===== src/rtl/core/btb2l_ram.sv =====
// Generic simple dual-port RAM: one write port, one registered read port.
// No package dependency.
module btb2l_ram #(
   parameter int WIDTH = 8,
   parameter int DEPTH = 32
) (
   input  logic                                     clock,
   input  logic                                     wr_en,
   input  logic [(DEPTH > 1 ? $clog2(DEPTH) : 1)-1:0] wr_addr,
   input  logic [WIDTH-1:0]                         wr_data,
   input  logic                                     rd_en,
   input  logic [(DEPTH > 1 ? $clog2(DEPTH) : 1)-1:0] rd_addr,
   output logic [WIDTH-1:0]                         rd_data
);

   logic [WIDTH-1:0] mem_ff [DEPTH];
   logic [WIDTH-1:0] rd_data_ff;

   always_ff @(posedge clock) begin
      if (wr_en) begin
         mem_ff[wr_addr] <= wr_data;
      end
      if (rd_en) begin
         rd_data_ff <= mem_ff[rd_addr];
      end
   end

   assign rd_data = rd_data_ff;

endmodule


===== config.mk =====
export PLATFORM = sky130hd
export DESIGN_NAME = btb2l_ram
export DESIGN_NICKNAME = d
export VERILOG_FILES = /design/src/rtl/core/btb2l_ram.sv
export SDC_FILE = /design/constraint.sdc
export NUM_CORES = 1
export LEC_CHECK = 0
export BUFFER_PORTS_ARGS = -buffer_cell sky130_fd_sc_hd__buf_2
export CAP_MARGIN = 20
export CORE_MARGIN = 1.5
export CORE_UTILIZATION = 55
export DETAILED_ROUTE_END_ITERATION = 12
export PLACE_DENSITY = 0.73
export SLEW_MARGIN = 0
export SYNTH_ARGS = -nofsm -noshare
export SYNTH_HDL_FRONTEND = slang
export SYNTH_SLANG_ARGS = --single-unit

===== constraint.sdc =====
create_clock -name clock -period 2.3 [get_ports clock]
set_input_delay 0.345 -clock clock [delete_from_list [all_inputs] [get_ports clock]]
set_output_delay 0.345 -clock clock [all_outputs]
set_load 0.02 [all_outputs]

==> summary by stage, run 1 <==
Pwr
The worst ir drop on vdd is 0.0006748 V. The share of total power dissipated in the clock network is 0.420. Power spread over the standard cell area amounts to 871.0 nW/um^2. Of the total power, registers draw 0.528. The cell internal power dissipation is 8.202 mW.

The switching part of the total is 0.1971. The leakage power is 3.767 nW. In this run the power spent charging and discharging nets is 2.014 mW.

Of the total power, combinational logic draws 0.052.

Clock network
The tree built by TritonCTS fans out to 264 sinks. Buffers added to address setup during post-CTS repair amount to 0. The cell chosen for the clock root is sky130_fd_sc_hd__clkbuf_16. The depth of the CTS H-tree is 1. The TritonCTS clock tree is built. For this design, the CTS-stage hold fixing added 0 buffers.

Clock-pin slew was measured on the worst setup and hold paths at 0.06 ns. The later pin in the worst-skew pair is clocked with a latency of 0.52 ns. The deepest clock path buffer count is 3. Post-CTS repair changed the size of 0 cells. Clock tree synthesis inserted a total of 26 buffers.

Global routing
The total overflow reported by the global router is 0. The overall routing resource usage is 0.2218. The wire length of the first global-routing pass is 31.08 mm. The number of global-route vias before repair is 4,723. The number of antenna violations at the first check in global routing is 0.

Entering global routing, the biggest net connects 33 pins.

Setup path
STA classifies the critical path startpoint as a flip-flop. Among all stages on the critical path, the largest delay is contributed by sky130_fd_sc_hd__mux4_2. The critical path contains buffers and inverters numbering 0 combined.

The required time of the worst setup path is 2.56 ns. The worst stage delay on the critical path is 0.54 ns. In this design, the critical path's most frequently occurring cell is sky130_fd_sc_hd__mux4_2. The setup check on the worst reg-to-reg path leaves a slack of 0.33 ns. Traced cell by cell, the critical path runs through mux4_2, mux4_2, mux2_2. The critical path in this run is classified as flip-flop to flip-flop. Of all nets on the critical path, the largest fanout is 1. The category of the worst setup path capture point is a flip-flop. Data arrives at the worst endpoint at 2.23 ns. The dominant delay contributor by cell family on the critical path is multiplexers.

Synthesis
In this run the mean area of a mapped cell was 24.30 sq um. In this run, synthesis produced a sequential element count of 264. The post-synth design cell area is 10,130 sq um. The number of unique standard cell types used by synthesis is 14.

For this run, the register share of the synthesized area comes to 0.7823. The number of nets handed over by synthesis was 438. The synthesized instance count is 417. The number of warnings printed during yosys synthesis is 0.

Status
The run finished with clean final reports.

Layout
The library cell used most frequently in the layout, excluding fill and tap cells, is sky130_fd_sc_hd__edfxtp_1. The net count reported at finish is 517. The area taken by multi-input logic gates is 2100 sq um. The library cells used most frequently in the layout, excluding fill and tap cells, are sky130_fd_sc_hd__edfxtp_1, sky130_fd_sc_hd__mux4_2, sky130_fd_sc_hd__buf_4. The final cell area excluding filler cells is 11,730 sq um. From synthesis to final layout, the design area changed by 15.74%. The number of inserted filler cells in the final layout is 1,163.

In the final layout, the share of cells above drive strength 1 is 0.3903. For this run, the number of standard cells in the final layout without fillers is 744. 0 antenna diodes ended up in the layout. The total area of sequential cells is 7928 sq um.

Placement
Before CTS, the worst setup slack after placement is -0.09138 ns. In this run, placement finished with an instance count of 697. At the end of routability-driven placement, the weighted congestion stood at 0.8251.

During placement, the flow inserted port buffers numbering 28. After legalization and detailed placement, the total HPWL measured 13.06 mm. Summing all placed instances gives a cell area of 10,850 sq um.

Floorplanning
The floorplan step set the die width to 138.7 microns. The number of standard-cell rows in the floorplan is 49. The core area is 18,020 sq um. The count of boundary I/O pins is 29. The floorplan step defined a die boundary enclosing 19,250 sq um. For this configuration, the core starts out at a cell density of 0.5622. The die extent in y is 138.7 microns.

STA
The number of hold violations in the final report came to 0. The minimum clock period is 1.969 ns. The max-slew headroom at the worst pin is 0.5832. The maximum clock frequency is 508.0 MHz. The minimum setup slack in the final design is 0.3313 ns. The number of slew-limit violations in the final report came to 0. Between clock sinks in the finished design, the worst skew comes to 0.009624 ns. Setup violations remaining at the end of the flow were counted as 0. Setup repair after global routing left no endpoint under its margin. In the finished design, the share of the clock period the worst path needs comes to 0.8559. The slew at the pin with the worst max-slew slack is 0.6253 ns.

Detailed routing
The detailed-routing iteration count for the pre-antenna-repair pass is 5. The detail route stage leaves a number of antenna-violating nets equal to 0. The DRC marker count from the first detailed-route iteration is 541. The via total after detailed routing is 4,647. In the final routed layout, each cell accounts on average for 27.54 microns. The via density per instance is 6.246. For this run, design rule violations remaining after detail routing come to 0.

The total wire length is 20.49 mm.

Flow run
The reported max-cap violation count is 0.

Worst hold path
The min-delay analysis places its worst path in the category input port to flip-flop.
## sequential cells by signal, summed over array words and instances (netlist names)
signal   cells
rd_data      8
mem_ff     256
## power groups by stage
stage | clock [mW] | sequential (mW) | combinational [mW]
4_1_cts | 4.34 | 5.40 | 0.536
5_1_grt | 4.54 | 5.40 | 0.563
3_3_place_gp | 0 | 5.50 | 0.517
2_1_floorplan | 0 | 5.50 | 0.285
6_report | 4.29 | 5.40 | 0.527
3_5_place_dp | 0 | 5.50 | 0.532
## metrics by stage
step | hold WS [ns] | setup TNS (ns) | util | total power [mW]
floorplan | 0.4439 | 0 | - | 5.787
global placement | 0.7343 | -0.6400 | 0.6022 | 6.014
detailed placement | 0.7332 | -0.5993 | 0.6022 | 6.032
CTS | 0.2032 | 0 | 0.6507 | 10.27
global route | 0.1932 | 0 | 0.6507 | 10.50
finish | 0.2099 | 0 | 0.6507 | 10.22
## Yosys cell counts
library cell	instances	share of area
sky130_fd_sc_hd__buf_6	1	0.0011
sky130_fd_sc_hd__nand3b_1	5	0.0037
sky130_fd_sc_hd__mux2_2	8	0.0089
sky130_fd_sc_hd__or3b_2	3	0.0026
sky130_fd_sc_hd__buf_1	6	0.0022
sky130_fd_sc_hd__nand2_1	1	0.00037
sky130_fd_sc_hd__nand3_1	2	0.00099
sky130_fd_sc_hd__buf_2	1	0.00049
sky130_fd_sc_hd__mux4_2	80	0.18
sky130_fd_sc_hd__buf_4	6	0.0044
sky130_fd_sc_hd__clkbuf_1	6	0.0022
sky130_fd_sc_hd__or3_1	1	0.00062
sky130_fd_sc_hd__nor2_1	33	0.012
sky130_fd_sc_hd__edfxtp_1	264	0.78
## kinds of logic (layout without fill, tap and decap cells)
kind of cell / Yosys count / after routing / share of synthesized area
DFF: 264 / 264 / 0.7823
buffers and inverters: 20 / 118 / 0.01049
muxes: 88 / 88 / 0.1867
and+or+nand+nor: 45 / 45 / 0.02050
## routing by layer
metal,vias to the layer above,GRT usage,share of wire
met1,2468,0.3343,0.41
met4,0,0.05373,0.020
li1,1939,-,-
met5,-,0,0
met2,207,0.3451,0.49
met3,33,0.04316,0.079
## path summary, 6_finish.rpt
check,cells past startpoint,endpoint,startpoint
max,3,rd_data[2]$_DFFE_PP_,mem_ff[21][2]$_DFFE_PP_
min,1,rd_data[7]$_DFFE_PP_,rd_en
max reg2reg,3,rd_data[2]$_DFFE_PP_,mem_ff[21][2]$_DFFE_PP_
min reg2reg,3,rd_data[1]$_DFFE_PP_,mem_ff[15][1]$_DFFE_PP_
## layout make-up
cell class | instances | area share
clock buffers | 33 | 0.05953
clock inverters | 14 | 0.01504
multi-input cells | 133 | 0.1790
flip-flops and latches | 264 | 0.6759
well taps | 229 | 0.02443
repair buffers | 71 | 0.04609
No activity file was read; power rests on OpenSTA's default activity.
==> run 2, diff against run 1 <==
- PLACE_DENSITY: 0.73 -> not set
- PLACE_DENSITY_LB_ADDON: not set -> 0.2
==> summary by stage, run 2 (synthesized netlist as in run 1, its figures left out) <==
Setup path
The worst stage delay on the critical path is 0.55 ns. Along the worst path, the maximum fanout reaches 1. The startpoint type of the worst setup path is a flip-flop. For this design, the slowest cell found on the critical path is sky130_fd_sc_hd__mux4_2. The category of the worst setup path capture point is a flip-flop. The required time of the worst setup path is 2.57 ns.

Traced cell by cell, the critical path runs through mux4_2, mux4_2, mux2_2. By startpoint and endpoint, the worst setup path is classified as flip-flop to flip-flop. Counting both buffers and inverters, the worst setup path holds a total of 0. Data arrives at the worst endpoint at 2.23 ns. Counting stages on the worst path, the most repeated cell is sky130_fd_sc_hd__mux4_2. The dominant delay contributor by cell family on the critical path is multiplexers.

STA
Setup repair after global routing left no endpoint under its margin. The number of hold violations in the final report came to 0. The maximum clock frequency is 508.2 MHz.

The slew at the pin with the worst max-slew slack is 0.6674 ns. The clock arrives with 0.008097 ns of skew. The number of slew-limit violations in the final report is 0. Setup violations remaining at the end of the flow were counted as 0. Measured against its own limit, the worst slew margin works out to 0.5551. The minimum clock period is 1.968 ns. Dividing the final minimum period by the clock period gives 0.8555.

Layout
The finished cells cover 11,700 sq um. The number of antenna diodes in the final layout is 0. The register with the most flip-flops in the layout has 256 of them. Measured on the finished design, the core utilization comes to 0.6490.

Leaving out fill and tap cells, the most frequent cell in the layout is sky130_fd_sc_hd__edfxtp_1. The area added between synthesis and finish is 15.45%. The register with the highest flop count is mem_ff. The number of non-filler instances in the completed layout is 744. In the layout the commonest cells are sky130_fd_sc_hd__edfxtp_1, sky130_fd_sc_hd__mux4_2, sky130_fd_sc_hd__nor2_1, sky130_fd_sc_hd__buf_4. Of the cells placed in the final design, the portion with a size suffix greater than 1 is 0.3748. The net count reported at finish is 516.

Pwr
The worst ir drop on vdd is 0.0006289 V. Summed over all cells, the static leakage comes to 3.747 nW. The areal power density over the cells is 852.9 nW/um^2.

Detailed routing
The via total after detailed routing is 4,633. The count of nets left with antenna violations once routing finished came out at 0. The routed design has 20.46 mm of wire. The post-detailed-route DRC marker count is 0. The routed length per instance is 27.50 microns.

The via density per instance is 6.227. For this run, the detailed router's first-pass iteration total came to 4. The DRC marker count from the first detailed-route iteration is 501.

Status
The flow ran to the end, and the final reports show no timing, DRC or antenna violations.

Floorplanning
For this design the top-level I/O count stands at 29. The initial core utilization is 0.5622. The die area is 19,250 sq um. The die extent in y is 138.7 microns.

Measured along the x axis, the die boundary spans 138.7 microns. The number of standard-cell rows in the floorplan is 49. The core area is 18,020 sq um.

Clock network
TritonCTS built the clock tree. The cell chosen for the clock root is sky130_fd_sc_hd__clkbuf_16. After clock tree synthesis, the clock-pin slew on the worst setup and hold paths is 0.06 ns. The deepest clock path buffer count is 3. The number of buffers added to fix hold violations after cts is 0.

The number of gates resized after cts is 0. Clock tree synthesis inserted a total of 27 buffers. CTS built an H-tree with a depth of 1. Buffers added to address setup during post-CTS repair amount to 0. At the later pin of the worst-skew pair, clock insertion delay measures 0.51 ns. The sink count of the clock tree is 264.

Global routing
The wire length of the first global-routing pass is 31.19 mm. The number of antenna violations at the first check in global routing is 0. The pin count of the biggest net entering global routing is 33. In the global route stage, overall resource usage came out at 0.2223.

The total overflow reported by the global router is 0. The number of global-route vias before repair is 4,693.

Placement
The count of port buffers added during placement is 28. After detailed placement, the design holds a cell count of 695. In this run the cell area measured after placement is 10,880 sq um.

The congestion estimate from routability-driven global placement came to 0.7561. The HPWL after detailed placement is 12.72 mm.

Worst hold path
The path class of the tightest hold or removal check is input port to flip-flop.

Flow run
The reported max-cap violation count is 0.
## run 2: final cells by class
cell class | instances | area [sq um]
tap | 229 | 286.5
timing repair buffer | 69 | 563.0
sequential | 264 | 7928
clock inverter | 12 | 108.9
multi-input combinational | 133 | 2100
fill | 1186 | 6326
clock buffer | 37 | 713.2
## run 2: power breakdown
part	leakage, nW	switching, mW	internal [mW]
logic	0.963	0.297	0.241
registers	2.38	0.0192	5.37
clock network	0.400	1.66	2.39
total	3.75	1.98	8.00
## run 2: layer usage
layer	vias to the layer above	wire, microns	global-route usage
met1	2441	8763	0.3587
li1	1942	-	-
met5	-	0	0
met4	0	305	0.04660
met3	25	1675	0.03419
met2	225	9716	0.3318
## run 2: worst paths after layout
| kind | startpoint | end | slack (ns) | cells past startpoint |
|---|---|---|---|---|
| worst max-delay path | mem_ff[12][4]$_DFFE_PP_ | rd_data[4]$_DFFE_PP_ | 0.33 | 3 |
| worst min-delay path | rd_en | rd_data[4]$_DFFE_PP_ | 0.20 | 1 |
| worst max register to register | mem_ff[12][4]$_DFFE_PP_ | rd_data[4]$_DFFE_PP_ | 0.33 | 3 |
| worst min register to register | mem_ff[18][6]$_DFFE_PP_ | rd_data[6]$_DFFE_PP_ | 0.98 | 3 |
## run 2: stage by stage
step	hold WS, ns	setup TNS (ns)	setup WS, ns	power (mW)
2_1_floorplan	0.4439	0	0.01331	5.787
3_3_place_gp	0.7168	-0.4982	-0.08502	6.016
3_5_place_dp	0.7198	-0.5068	-0.09852	6.036
4_1_cts	0.1795	0	0.3147	10.07
5_1_grt	0.1817	0	0.3152	10.29
6_report	0.1978	0	0.3323	9.977
